==> src/hw/rtl/blesdt_pkg.sv <==
`default_nettype none
// ----------------------------------------------------------------------------
// blesdt_pkg
// Shared types and codes of the scan device table: input function codes,
// event codes, register indexes, the queued command and the slot record.
// ----------------------------------------------------------------------------
package blesdt_pkg;

  localparam int unsigned AddrW       = 48;
  localparam int unsigned SlotW       = 6;
  localparam int unsigned TicksW      = 16;
  localparam int unsigned EventW      = 3;
  localparam int unsigned FuncW       = 2;
  localparam int unsigned InDataW     = 56;
  localparam int unsigned OutDataW    = 56;
  localparam int unsigned CfgIdxW     = 2;
  localparam int unsigned CfgDataW    = 48;
  localparam int unsigned TableDepth  = 64;
  localparam logic [TicksW-1:0] TimeoutReset = 16'd5000;

  // input function codes
  localparam logic [FuncW-1:0] FUNC_REPORT = 2'd0;
  localparam logic [FuncW-1:0] FUNC_CLEAR  = 2'd1;
  localparam logic [FuncW-1:0] FUNC_TICK   = 2'd2;

  // event codes
  localparam logic [EventW-1:0] EV_NEW_DEVICE = 3'd0;
  localparam logic [EventW-1:0] EV_NAME_UPGR  = 3'd1;
  localparam logic [EventW-1:0] EV_TABLE_FULL = 3'd2;
  localparam logic [EventW-1:0] EV_APPEARED   = 3'd3;
  localparam logic [EventW-1:0] EV_GONE       = 3'd4;

  // configuration register indexes
  localparam logic [CfgIdxW-1:0] REG_WATCH_MODE = 2'd0;
  localparam logic [CfgIdxW-1:0] REG_TARGET     = 2'd1;
  localparam logic [CfgIdxW-1:0] REG_TIMEOUT    = 2'd2;

  typedef enum logic [1:0] {
    CMD_SCAN,
    CMD_WATCH,
    CMD_CLEAR,
    CMD_TICK
  } cmd_kind_e;

  typedef struct packed {
    cmd_kind_e         kind;
    logic [AddrW-1:0]  addr;
    logic              named;
    logic              complete;
  } cmd_t;

  typedef struct packed {
    logic [AddrW-1:0]  addr;
    logic              named;
    logic              complete;
  } slot_t;

  typedef struct packed {
    logic present;
    logic cd_zero;
  } back_status_t;

endpackage : blesdt_pkg
`default_nettype wire

==> src/hw/rtl/ble_scan_device_table.sv <==
`default_nettype none
// ----------------------------------------------------------------------------
// ble_scan_device_table
// Advertising report table with single-target presence watch.
//
//   channel   dir  handshake              payload
//   s_axis    in   tvalid/tready          tdata: address, name flags; tuser: func
//   m_axis    out  tvalid/tready          tdata: slot, address, flags; tuser: event
//   cfg       in   cfg_we_i (no wait)     cfg_idx_i, cfg_wdata_i
//
// A clear, or a tick or watch report without a result, is done when it is
// popped; one with a result is popped, then loads the output register.
// A scan report walks the slot memory one entry per cycle through its
// single read port. Each transaction passes through a two-entry command
// queue; input stalls only while it is full. Reset clears the table count,
// presence, countdown and queue.
// ----------------------------------------------------------------------------
module ble_scan_device_table #(
  parameter int unsigned TABLE_DEPTH = blesdt_pkg::TableDepth
) (
  input  wire logic                             clk_i,
  input  wire logic                             rst_ni,
  input  wire logic                             s_axis_tvalid_i,
  output logic                                  s_axis_tready_o,
  // [47:0] station_address, [48] name flag, [49] complete-name flag,
  // [55:50] zero
  input  wire logic [blesdt_pkg::InDataW-1:0]   s_axis_tdata_i,
  // [1:0] func
  input  wire logic [blesdt_pkg::FuncW-1:0]     s_axis_tuser_i,
  output logic                                  m_axis_tvalid_o,
  input  wire logic                             m_axis_tready_i,
  // [5:0] slot_index, [53:6] report_address, [54] has_name,
  // [55] has_complete_name
  output logic [blesdt_pkg::OutDataW-1:0]       m_axis_tdata_o,
  // [2:0] event_code
  output logic [blesdt_pkg::EventW-1:0]         m_axis_tuser_o,
  input  wire logic                             cfg_we_i,
  input  wire logic [blesdt_pkg::CfgIdxW-1:0]   cfg_idx_i,
  input  wire logic [blesdt_pkg::CfgDataW-1:0]  cfg_wdata_i
);
  import blesdt_pkg::*;

  logic              watch_mode_q;
  logic [AddrW-1:0]  target_q;
  logic [TicksW-1:0] timeout_q;

  logic         q_full, q_empty, q_push, q_pop;
  cmd_t         push_cmd, pop_cmd;
  back_status_t status;

  always_ff @(posedge clk_i or negedge rst_ni) begin
    if (!rst_ni) begin
      watch_mode_q <= 1'b0;
      target_q     <= '0;
      timeout_q    <= TimeoutReset;
    end else if (cfg_we_i) begin
      case (cfg_idx_i)
        REG_WATCH_MODE: watch_mode_q <= cfg_wdata_i[0];
        REG_TARGET:     target_q     <= cfg_wdata_i[AddrW-1:0];
        REG_TIMEOUT:    timeout_q    <= cfg_wdata_i[TicksW-1:0];
        default: ;
      endcase
    end
  end

  blesdt_front u_front (
    .s_axis_tvalid_i (s_axis_tvalid_i),
    .s_axis_tready_o (s_axis_tready_o),
    .s_axis_tdata_i  (s_axis_tdata_i),
    .s_axis_tuser_i  (s_axis_tuser_i),
    .watch_mode_i    (watch_mode_q),
    .q_full_i        (q_full),
    .q_push_o        (q_push),
    .q_cmd_o         (push_cmd)
  );

  blesdt_queue u_queue (
    .clk_i   (clk_i),
    .rst_ni  (rst_ni),
    .push_i  (q_push),
    .cmd_i   (push_cmd),
    .full_o  (q_full),
    .pop_i   (q_pop),
    .cmd_o   (pop_cmd),
    .empty_o (q_empty)
  );

  blesdt_back #(
    .TABLE_DEPTH (TABLE_DEPTH)
  ) u_back (
    .clk_i           (clk_i),
    .rst_ni          (rst_ni),
    .q_cmd_i         (pop_cmd),
    .q_empty_i       (q_empty),
    .q_pop_o         (q_pop),
    .target_i        (target_q),
    .timeout_i       (timeout_q),
    .m_axis_tvalid_o (m_axis_tvalid_o),
    .m_axis_tready_i (m_axis_tready_i),
    .m_axis_tdata_o  (m_axis_tdata_o),
    .m_axis_tuser_o  (m_axis_tuser_o),
    .status_o        (status)
  );

`ifndef SYNTHESIS
  a_present_has_count: assert property (@(posedge clk_i) disable iff (!rst_ni)
    status.present |-> !status.cd_zero)
    else $error("target present with expired countdown");

  a_absent_no_count: assert property (@(posedge clk_i) disable iff (!rst_ni)
    !status.present |-> status.cd_zero)
    else $error("countdown running while target absent");

  a_appeared_present: assert property (@(posedge clk_i) disable iff (!rst_ni)
    ($rose(m_axis_tvalid_o) && (m_axis_tuser_o == EV_APPEARED)) |-> status.present)
    else $error("appeared event without target presence");
`endif

endmodule : ble_scan_device_table
`default_nettype wire

==> src/hw/rtl/blesdt_front.sv <==
`default_nettype none
// ----------------------------------------------------------------------------
// blesdt_front
// Input side: unpacks a stream transaction, classifies it into a table
// command and pushes it into the command queue.
// ----------------------------------------------------------------------------
module blesdt_front (
  input  wire logic                          s_axis_tvalid_i,
  output logic                               s_axis_tready_o,
  input  wire logic [blesdt_pkg::InDataW-1:0] s_axis_tdata_i,
  input  wire logic [blesdt_pkg::FuncW-1:0]   s_axis_tuser_i,
  input  wire logic                          watch_mode_i,
  input  wire logic                          q_full_i,
  output logic                               q_push_o,
  output blesdt_pkg::cmd_t                   q_cmd_o
);
  import blesdt_pkg::*;

  logic known;

  always_comb begin
    q_cmd_o.addr     = s_axis_tdata_i[AddrW-1:0];
    q_cmd_o.named    = s_axis_tdata_i[AddrW];
    // a complete name only counts when a name was found at all
    q_cmd_o.complete = s_axis_tdata_i[AddrW+1] & s_axis_tdata_i[AddrW];
    known            = 1'b1;
    unique case (s_axis_tuser_i)
      FUNC_REPORT: q_cmd_o.kind = watch_mode_i ? CMD_WATCH : CMD_SCAN;
      FUNC_CLEAR:  q_cmd_o.kind = CMD_CLEAR;
      FUNC_TICK:   q_cmd_o.kind = CMD_TICK;
      default: begin
        q_cmd_o.kind = CMD_TICK;
        known        = 1'b0;
      end
    endcase
  end

  // unknown functions are taken and dropped
  assign s_axis_tready_o = ~q_full_i;
  assign q_push_o        = s_axis_tvalid_i & ~q_full_i & known;

endmodule : blesdt_front
`default_nettype wire

==> src/hw/rtl/blesdt_queue.sv <==
`default_nettype none
// ----------------------------------------------------------------------------
// blesdt_queue
// Two-entry command queue between the input classifier and the table engine.
// ----------------------------------------------------------------------------
module blesdt_queue (
  input  wire logic             clk_i,
  input  wire logic             rst_ni,
  input  wire logic             push_i,
  input  wire blesdt_pkg::cmd_t cmd_i,
  output logic                  full_o,
  input  wire logic             pop_i,
  output blesdt_pkg::cmd_t      cmd_o,
  output logic                  empty_o
);
  import blesdt_pkg::*;

  cmd_t       mem_q [2];
  logic       wr_ptr_q, wr_ptr_d;
  logic       rd_ptr_q, rd_ptr_d;
  logic [1:0] fill_q, fill_d;
  logic       do_push, do_pop;

  assign full_o  = fill_q == 2'd2;
  assign empty_o = fill_q == 2'd0;
  assign cmd_o   = mem_q[rd_ptr_q];
  assign do_push = push_i & ~full_o;
  assign do_pop  = pop_i & ~empty_o;

  always_comb begin
    wr_ptr_d = do_push ? ~wr_ptr_q : wr_ptr_q;
    rd_ptr_d = do_pop  ? ~rd_ptr_q : rd_ptr_q;
    fill_d   = fill_q;
    if (do_push && !do_pop) begin
      fill_d = fill_q + 2'd1;
    end else if (do_pop && !do_push) begin
      fill_d = fill_q - 2'd1;
    end
  end

  always_ff @(posedge clk_i or negedge rst_ni) begin
    if (!rst_ni) begin
      wr_ptr_q <= 1'b0;
      rd_ptr_q <= 1'b0;
      fill_q   <= 2'd0;
    end else begin
      wr_ptr_q <= wr_ptr_d;
      rd_ptr_q <= rd_ptr_d;
      fill_q   <= fill_d;
    end
  end

  always_ff @(posedge clk_i) begin
    if (do_push) begin
      mem_q[wr_ptr_q] <= cmd_i;
    end
  end

endmodule : blesdt_queue
`default_nettype wire

==> src/hw/rtl/blesdt_back.sv <==
`default_nettype none
// ----------------------------------------------------------------------------
// blesdt_back
// Table engine: runs queued commands. Scan reports walk the slot memory one
// entry a cycle; watch reports and ticks drive the presence countdown.
// Results leave through a registered output stage.
// ----------------------------------------------------------------------------
module blesdt_back #(
  parameter int unsigned TABLE_DEPTH = blesdt_pkg::TableDepth
) (
  input  wire logic                            clk_i,
  input  wire logic                            rst_ni,
  input  wire blesdt_pkg::cmd_t                q_cmd_i,
  input  wire logic                            q_empty_i,
  output logic                                 q_pop_o,
  input  wire logic [blesdt_pkg::AddrW-1:0]    target_i,
  input  wire logic [blesdt_pkg::TicksW-1:0]   timeout_i,
  output logic                                 m_axis_tvalid_o,
  input  wire logic                            m_axis_tready_i,
  output logic [blesdt_pkg::OutDataW-1:0]      m_axis_tdata_o,
  output logic [blesdt_pkg::EventW-1:0]        m_axis_tuser_o,
  output blesdt_pkg::back_status_t             status_o
);
  import blesdt_pkg::*;

  localparam int unsigned IdxW = (TABLE_DEPTH > 1) ? $clog2(TABLE_DEPTH) : 1;
  localparam int unsigned CntW = $clog2(TABLE_DEPTH + 1);
  localparam logic [CntW-1:0] DepthCnt = CntW'(TABLE_DEPTH);

  localparam logic [1:0] ST_IDLE   = 2'd0;
  localparam logic [1:0] ST_SEARCH = 2'd1;
  localparam logic [1:0] ST_EMIT   = 2'd2;

  logic [1:0]        state_q, state_d;
  cmd_t              cmd_q, cmd_d;
  logic [CntW-1:0]   count_q, count_d;
  logic [CntW-1:0]   idx_q, idx_d;
  logic [IdxW-1:0]   cmp_idx_q, cmp_idx_d;
  logic              cmp_vld_q, cmp_vld_d;
  logic              present_q, present_d;
  logic [TicksW-1:0] cdown_q, cdown_d;

  logic [EventW-1:0] res_code_q, res_code_d;
  logic [SlotW-1:0]  res_slot_q, res_slot_d;
  logic [AddrW-1:0]  res_addr_q, res_addr_d;
  logic              res_named_q, res_named_d;
  logic              res_compl_q, res_compl_d;

  logic              out_vld_q, out_vld_d;
  logic [EventW-1:0] out_code_q;
  logic [SlotW-1:0]  out_slot_q;
  logic [AddrW-1:0]  out_addr_q;
  logic              out_named_q, out_compl_q;
  logic              out_load;

  slot_t             mem_q [TABLE_DEPTH];
  slot_t             rd_q;
  slot_t             wr_data;
  logic [IdxW-1:0]   wr_addr;
  logic              wr_en;
  logic              issue, hit, upgrade;

  assign issue   = idx_q < count_q;
  assign hit     = cmp_vld_q && (rd_q.addr == cmd_q.addr);
  assign upgrade = cmd_q.named && (!rd_q.named || (cmd_q.complete && !rd_q.complete));
  assign out_load = (state_q == ST_EMIT) && (!out_vld_q || m_axis_tready_i);

  always_comb begin
    state_d     = state_q;
    cmd_d       = cmd_q;
    count_d     = count_q;
    idx_d       = idx_q;
    cmp_idx_d   = cmp_idx_q;
    cmp_vld_d   = cmp_vld_q;
    present_d   = present_q;
    cdown_d     = cdown_q;
    res_code_d  = res_code_q;
    res_slot_d  = res_slot_q;
    res_addr_d  = res_addr_q;
    res_named_d = res_named_q;
    res_compl_d = res_compl_q;
    q_pop_o     = 1'b0;
    wr_en       = 1'b0;
    wr_addr     = cmp_idx_q;
    wr_data     = '{addr: cmd_q.addr, named: cmd_q.named, complete: cmd_q.complete};

    unique case (state_q)
      ST_IDLE: begin
        if (!q_empty_i) begin
          q_pop_o     = 1'b1;
          cmd_d       = q_cmd_i;
          res_slot_d  = '0;
          res_named_d = 1'b0;
          res_compl_d = 1'b0;
          case (q_cmd_i.kind)
            CMD_CLEAR: count_d = '0;
            CMD_TICK: begin
              if (present_q) begin
                if (cdown_q <= TicksW'(1)) begin
                  cdown_d    = '0;
                  present_d  = 1'b0;
                  res_code_d = EV_GONE;
                  res_addr_d = target_i;
                  state_d    = ST_EMIT;
                end else begin
                  cdown_d = cdown_q - TicksW'(1);
                end
              end
            end
            CMD_WATCH: begin
              if (q_cmd_i.addr == target_i) begin
                cdown_d = (timeout_i == '0) ? TicksW'(1) : timeout_i;
                if (!present_q) begin
                  present_d  = 1'b1;
                  res_code_d = EV_APPEARED;
                  res_addr_d = q_cmd_i.addr;
                  state_d    = ST_EMIT;
                end
              end
            end
            default: begin
              idx_d     = '0;
              cmp_vld_d = 1'b0;
              state_d   = ST_SEARCH;
            end
          endcase
        end
      end
      ST_SEARCH: begin
        res_addr_d = cmd_q.addr;
        if (hit) begin
          if (upgrade) begin
            wr_en       = 1'b1;
            res_code_d  = EV_NAME_UPGR;
            res_slot_d  = SlotW'(cmp_idx_q);
            res_named_d = cmd_q.named;
            res_compl_d = cmd_q.complete;
            state_d     = ST_EMIT;
          end else begin
            state_d = ST_IDLE;
          end
        end else if (!issue && !cmp_vld_q) begin
          // walked all stored slots without a match
          if (count_q == DepthCnt) begin
            res_code_d = EV_TABLE_FULL;
          end else begin
            wr_en       = 1'b1;
            wr_addr     = count_q[IdxW-1:0];
            count_d     = count_q + CntW'(1);
            res_code_d  = EV_NEW_DEVICE;
            res_slot_d  = SlotW'(count_q);
            res_named_d = cmd_q.named;
            res_compl_d = cmd_q.complete;
          end
          state_d = ST_EMIT;
        end else begin
          cmp_vld_d = issue;
          cmp_idx_d = idx_q[IdxW-1:0];
          if (issue) begin
            idx_d = idx_q + CntW'(1);
          end
        end
      end
      ST_EMIT: begin
        if (out_load) begin
          state_d = ST_IDLE;
        end
      end
      default: state_d = ST_IDLE;
    endcase
  end

  always_comb begin
    out_vld_d = out_vld_q & ~m_axis_tready_i;
    if (out_load) begin
      out_vld_d = 1'b1;
    end
  end

  always_ff @(posedge clk_i or negedge rst_ni) begin
    if (!rst_ni) begin
      state_q   <= ST_IDLE;
      count_q   <= '0;
      idx_q     <= '0;
      cmp_vld_q <= 1'b0;
      present_q <= 1'b0;
      cdown_q   <= '0;
      out_vld_q <= 1'b0;
    end else begin
      state_q   <= state_d;
      count_q   <= count_d;
      idx_q     <= idx_d;
      cmp_vld_q <= cmp_vld_d;
      present_q <= present_d;
      cdown_q   <= cdown_d;
      out_vld_q <= out_vld_d;
    end
  end

  always_ff @(posedge clk_i) begin
    cmd_q       <= cmd_d;
    cmp_idx_q   <= cmp_idx_d;
    res_code_q  <= res_code_d;
    res_slot_q  <= res_slot_d;
    res_addr_q  <= res_addr_d;
    res_named_q <= res_named_d;
    res_compl_q <= res_compl_d;
    if (out_load) begin
      out_code_q  <= res_code_q;
      out_slot_q  <= res_slot_q;
      out_addr_q  <= res_addr_q;
      out_named_q <= res_named_q;
      out_compl_q <= res_compl_q;
    end
  end

  // slot memory: one write and one registered read per cycle
  always_ff @(posedge clk_i) begin
    if (wr_en) begin
      mem_q[wr_addr] <= wr_data;
    end
    rd_q <= mem_q[idx_q[IdxW-1:0]];
  end

  assign m_axis_tvalid_o  = out_vld_q;
  assign m_axis_tuser_o   = out_code_q;
  assign m_axis_tdata_o   = {out_compl_q, out_named_q, out_addr_q, out_slot_q};
  assign status_o.present = present_q;
  assign status_o.cd_zero = cdown_q == '0;

endmodule : blesdt_back
`default_nettype wire

==> config.mk <==
export PLATFORM = sky130hd
export DESIGN_NAME = ble_scan_device_table
export DESIGN_NICKNAME = d
export VERILOG_FILES = /design/src/hw/rtl/blesdt_pkg.sv /design/src/hw/rtl/ble_scan_device_table.sv /design/src/hw/rtl/blesdt_front.sv /design/src/hw/rtl/blesdt_queue.sv /design/src/hw/rtl/blesdt_back.sv
export SDC_FILE = /design/constraint.sdc
export NUM_CORES = 2
export LEC_CHECK = 0
export BUFFER_PORTS_ARGS = -buffer_cell sky130_fd_sc_hd__buf_2
export CAP_MARGIN = 20
export CORE_UTILIZATION = 43
export CTS_CLUSTER_DIAMETER = 120
export CTS_CLUSTER_SIZE = 40
export DETAILED_ROUTE_END_ITERATION = 6
export PLACE_DENSITY_LB_ADDON = 0.08
export SLEW_MARGIN = 20
export SYNTH_ARGS = -nofsm -noshare
export SYNTH_HDL_FRONTEND = slang
export SYNTH_SLANG_ARGS = --single-unit
==> constraint.sdc <==
create_clock -name clk_i -period 12.45 [get_ports clk_i]
set_input_delay 1.245 -clock clk_i [delete_from_list [all_inputs] [get_ports clk_i]]
set_output_delay 1.245 -clock clk_i [all_outputs]
set_load 0.005 [all_outputs]
==> impl_metrics.yaml <==
run:
  cap_viol_max_count: 0
sta:
  timing.fmax_ghz: 0.156
  worst_slew_pin_slew_ns: 1.14
  max-slew-margin-rel_pct: 23.7
  hold_viol_final: 0
  setup_violations: 0
  grt_setup_unrepaired: "no"
  setup_tns_ns: 0
  post-route-period-util_pct: 51.4
  layout_setup_ws_ns: 6.05
  fin_worst_skew_ns: 0.0838
  final_slew_violations: 0
  fin_crit_ns: 6.40
power:
  peakVddDrop_uv: 150
  static-leakage-power_uw: 0.0442
  power_density_nw_per_um2: 194
clocking:
  post_cts.resized_instances: 0
  htree_num_levels: 3
  tritoncts.num_buffers: 113
  worst_setup_hold_path_clk_slew_ns: 0.14
  clock_tree.buffer_depth: 4
  clk_root_buffer_cell: "sky130_fd_sc_hd__clkbuf_16"
  cts_tree: "built"
  cts_sink_cnt: 3632
  clkLatencyLatePin_ns: 0.96
  postCtsSetupRepairBufs: 0
  cts_hold_buffers: 0
worst_hold_path:
  class_of_the_worst_hold_path: "in2async"
logic_synthesis:
  dominantRegCellSynth: "sky130_fd_sc_hd__edfxtp_1"
  synthArstFlopShare_pct: 2.86
  yosys_register_bits: 3632
  post_synth_inst_count: 5849
  synth_largest_area_cell: "sky130_fd_sc_hd__edfxtp_1"
  post_synth_main_area_contributors: "sky130_fd_sc_hd__edfxtp_1 (75%), sky130_fd_sc_hd__mux4_2 (17%), sky130_fd_sc_hd__dfrtp_1 (1.8%), sky130_fd_sc_hd__mux2_2 (0.82%), sky130_fd_sc_hd__dfxtp_1 (0.72%)"
  synth-warning-count: 0
  yosysSeqAreaShare_pct: 77.7
  post_synth.cell_area_avg_um2: 23.8
  synth_net_count: 5974
  mappedNetlistArea_um2: 139000
  post_synth_num_cell_types: 70
  synth_edf_count: 3478
  synth.top_cell.area_share_pct: 75.1
critical_path:
  timing.critical_path.required_ns: 13.01
  worst_reg2reg_path_length_in_cells: 10
  setup.worst_path.end_class: "register"
  cp_data_arrival_time_ns: 6.96
  timing_worst_setup_path_type: "reg2reg"
  r2r_start: "u_back.cmd_q[43]$_DFFE_PP_"
  regToRegEndpoint: "u_back.mem_q[40][21]$_DFFE_PP_"
  startpoint: "u_back.cmd_q[43]$_DFFE_PP_"
  timing.critical_path.from_type: "register"
  ff2ff_setup_slack_ns: 6.05
  path_max_fanout: 65
route:
  vias: 64400
  drc_errors: 0
  vias_per_cell: 6.15
  drt.antenna.violating_nets: 0
  drt-initial-drc-count: 8512
  drt-total-wl_um: 391000
  first_pass_iters: 7
  average_wire_length_per_cell_after_detail_routing_um: 37.4
die:
  placeableCoreArea_um2: 321000
  effective_utilization_at_floorplan_pct: 43.2
  rows: 208
  fp.dieW_um: 571
  floorplan.die_area_um2: 326000
  fp.dieH_um: 571
  ios: 174
final_layout:
  finish.net_count: 6194
  fraction_of_layout_instances_using_a_drive_strength_above_1_pct: 29.7
  num-fill-cells: 26400
  flow.area_growth_from_synthesis_pct: 7.96
place:
  port_buffers: 167
  worst_setup_slack_post_dpl_ns: 6.01
  gpl.final_weighted_congestion: 0.828
  final_hpwl_dp_um: 216000
global_routing:
  grt_first_pass_wirelength_um: 537000
  grt_pass1_vias: 63800
  total_congestion_overflow_after_global_routing: 0
  grt_antenna_before_repair: 43
  grt_use_total_pct: 24.0
  largest_net_degree_at_the_start_of_global_routing: 137
status:
  status: "complete, no violations"
## registers in the layout, summed over array words and instances (netlist names), 2 cells and up
signal / count
u_back.mem_q: 3200
u_queue.mem_q: 104
u_back.cmd_q: 50
u_back.rd_q: 50
target_q: 48
u_back.out_addr_q: 48
u_back.res_addr_q: 48
timeout_q: 16
u_back.cdown_q: 16
u_back.count_q: 7
u_back.idx_q: 7
u_back.cmp_idx_q: 6
u_back.out_slot_q: 6
u_back.res_slot_q: 6
u_back.m_axis_tuser_o: 3
u_back.res_code_q: 3
u_back.state_q: 2
u_queue.fill_q: 2
## cells in the mapped netlist (3+ instances only)
cell type and number:
sky130_fd_sc_hd__buf_4 3, sky130_fd_sc_hd__mux2_2 101, sky130_fd_sc_hd__buf_1 30, sky130_fd_sc_hd__buf_6 8
sky130_fd_sc_hd__nor2b_1 3, sky130_fd_sc_hd__ha_1 12, sky130_fd_sc_hd__o311ai_0 3, sky130_fd_sc_hd__a21oi_1 41
sky130_fd_sc_hd__a21o_1 4, sky130_fd_sc_hd__dfstp_2 5, sky130_fd_sc_hd__or3_1 3, sky130_fd_sc_hd__dfxtp_1 50
sky130_fd_sc_hd__o21ai_0 68, sky130_fd_sc_hd__nor3_1 48, sky130_fd_sc_hd__o21ai_1 9, sky130_fd_sc_hd__mux2_4 14
sky130_fd_sc_hd__nor4_1 34, sky130_fd_sc_hd__edfxtp_1 3478, sky130_fd_sc_hd__inv_1 27, sky130_fd_sc_hd__nand4_1 24
sky130_fd_sc_hd__a31oi_1 10, sky130_fd_sc_hd__mux4_2 1050, sky130_fd_sc_hd__and2_1 7, sky130_fd_sc_hd__mux2i_1 52
sky130_fd_sc_hd__dfrtp_1 99, sky130_fd_sc_hd__and4_1 7, sky130_fd_sc_hd__nand3_1 20, sky130_fd_sc_hd__o211ai_1 3
sky130_fd_sc_hd__clkbuf_1 203, sky130_fd_sc_hd__nor4b_1 4, sky130_fd_sc_hd__nor4_2 3, sky130_fd_sc_hd__xnor2_1 49
sky130_fd_sc_hd__nand2b_1 17, sky130_fd_sc_hd__o31ai_1 11, sky130_fd_sc_hd__or4_1 6, sky130_fd_sc_hd__nor2_1 98
sky130_fd_sc_hd__xor2_1 52, sky130_fd_sc_hd__nand2_1 93, sky130_fd_sc_hd__buf_2 52, sky130_fd_sc_hd__a41oi_1 8
## stage by stage
step                util (%)  hold slack (ns)  total power (uW)  instances  cell area, um2
finish                  46.7            0.391             29100      10500          150000
global route            46.7            0.424             30200      10500          150000
CTS                     46.7            0.370             29400      10500          150000
detailed placement      45.6            0.405             24000      10300          146000
global placement        45.5            0.402             23800      10300          146000
floorplan                  -            0.400             20900       5849          139000
## cell families after synthesis
group / Yosys count / share of synthesized area (%)
AO/OA/AOI/OAI: 183 / 0.833
XOR/XNOR: 101 / 0.636
adder cells (fa/ha/maj): 12 / 0.108
buffers and inverters: 324 / 0.973
flip-flops: 3632 / 77.7
multiplexers: 1218 / 18.4
AND/OR/NAND/NOR: 379 / 1.35
## cell usage in the layout (no fill, tap or decap), types with 24 or more instances in the layout
cell / instances
sky130_fd_sc_hd__buf_4: 219
sky130_fd_sc_hd__nand2_1: 93
sky130_fd_sc_hd__buf_2: 166
sky130_fd_sc_hd__nor4_1: 33
sky130_fd_sc_hd__nor3_1: 29
sky130_fd_sc_hd__nor2_1: 51
sky130_fd_sc_hd__a21oi_1: 39
sky130_fd_sc_hd__mux2_2: 101
sky130_fd_sc_hd__edfxtp_1: 3478
sky130_fd_sc_hd__xnor2_1: 49
sky130_fd_sc_hd__inv_1: 25
sky130_fd_sc_hd__nor2_4: 47
sky130_fd_sc_hd__o21ai_0: 68
sky130_fd_sc_hd__xor2_1: 52
sky130_fd_sc_hd__mux4_2: 1050
sky130_fd_sc_hd__dfrtp_1: 92
sky130_fd_sc_hd__clkbuf_1: 39
sky130_fd_sc_hd__mux2i_1: 50
sky130_fd_sc_hd__dfxtp_1: 50
sky130_fd_sc_hd__nand4_1: 24
sky130_fd_sc_hd__clkbuf_16: 115
## worst max path at each step
stage                                                 to  cells after the start
final                     u_back.mem_q[40][21]$_DFFE_PP_                     10
after global placement           u_back.rd_q[35]$_DFF_P_                      7
after CTS                        u_back.rd_q[35]$_DFF_P_                      7
after floorplan            u_back.mem_q[63][0]$_DFFE_PP_                      8
after detailed placement         u_back.rd_q[35]$_DFF_P_                      7
after global routing             u_back.rd_q[38]$_DFF_P_                      7
## per-layer routing
metal  part of all wire [%]  GRT usage [%]  vias up  routed length [um]
li1                       -              -    25200                   -
met1                     45           36.6    36600              175000
met2                     48           38.2     2273              186000
met3                    6.1           2.83      276               23900
met4                    1.4           3.58       30                5590
met5                  0.050              0        -                 195
## power by group
part | leakage (uW) | internal [uW] | switching, uW
registers | 0.0331 | 15600 | 389
clock network | 0.00171 | 1860 | 3680
logic | 0.00944 | 2790 | 4850
total | 0.0442 | 20200 | 8910
## critical path, stage by stage (launching register included)
cell	delay [ns]
sky130_fd_sc_hd__edfxtp_1	0.41
sky130_fd_sc_hd__buf_4	0.32
sky130_fd_sc_hd__xnor2_1	0.60
sky130_fd_sc_hd__nor4b_1	0.63
sky130_fd_sc_hd__nand3_1	0.24
sky130_fd_sc_hd__nor3_1	0.76
sky130_fd_sc_hd__a41oi_1	0.56
sky130_fd_sc_hd__buf_4	0.35
sky130_fd_sc_hd__nor2_4	0.78
sky130_fd_sc_hd__buf_4	0.48
sky130_fd_sc_hd__buf_4	0.63
## layout make-up
| type | instances | area [um2] | share of cell area [%] |
|---|---|---|---|
| Clock inverter | 43 | 505 | 0.337 |
| Timing Repair Buffer | 401 | 2830 | 1.89 |
| Sequential cell | 3632 | 108000 | 72.0 |
| Clock buffer | 155 | 3040 | 2.02 |
| Antenna cell | 8 | 20.0 | 0.0133 |
| Inverter | 28 | 105 | 0.0700 |
| Multi-Input combinational cell | 1893 | 30100 | 20.1 |
| Tap cell | 4305 | 5390 | 3.59 |
No activity file was read; power rests on OpenSTA's default activity.
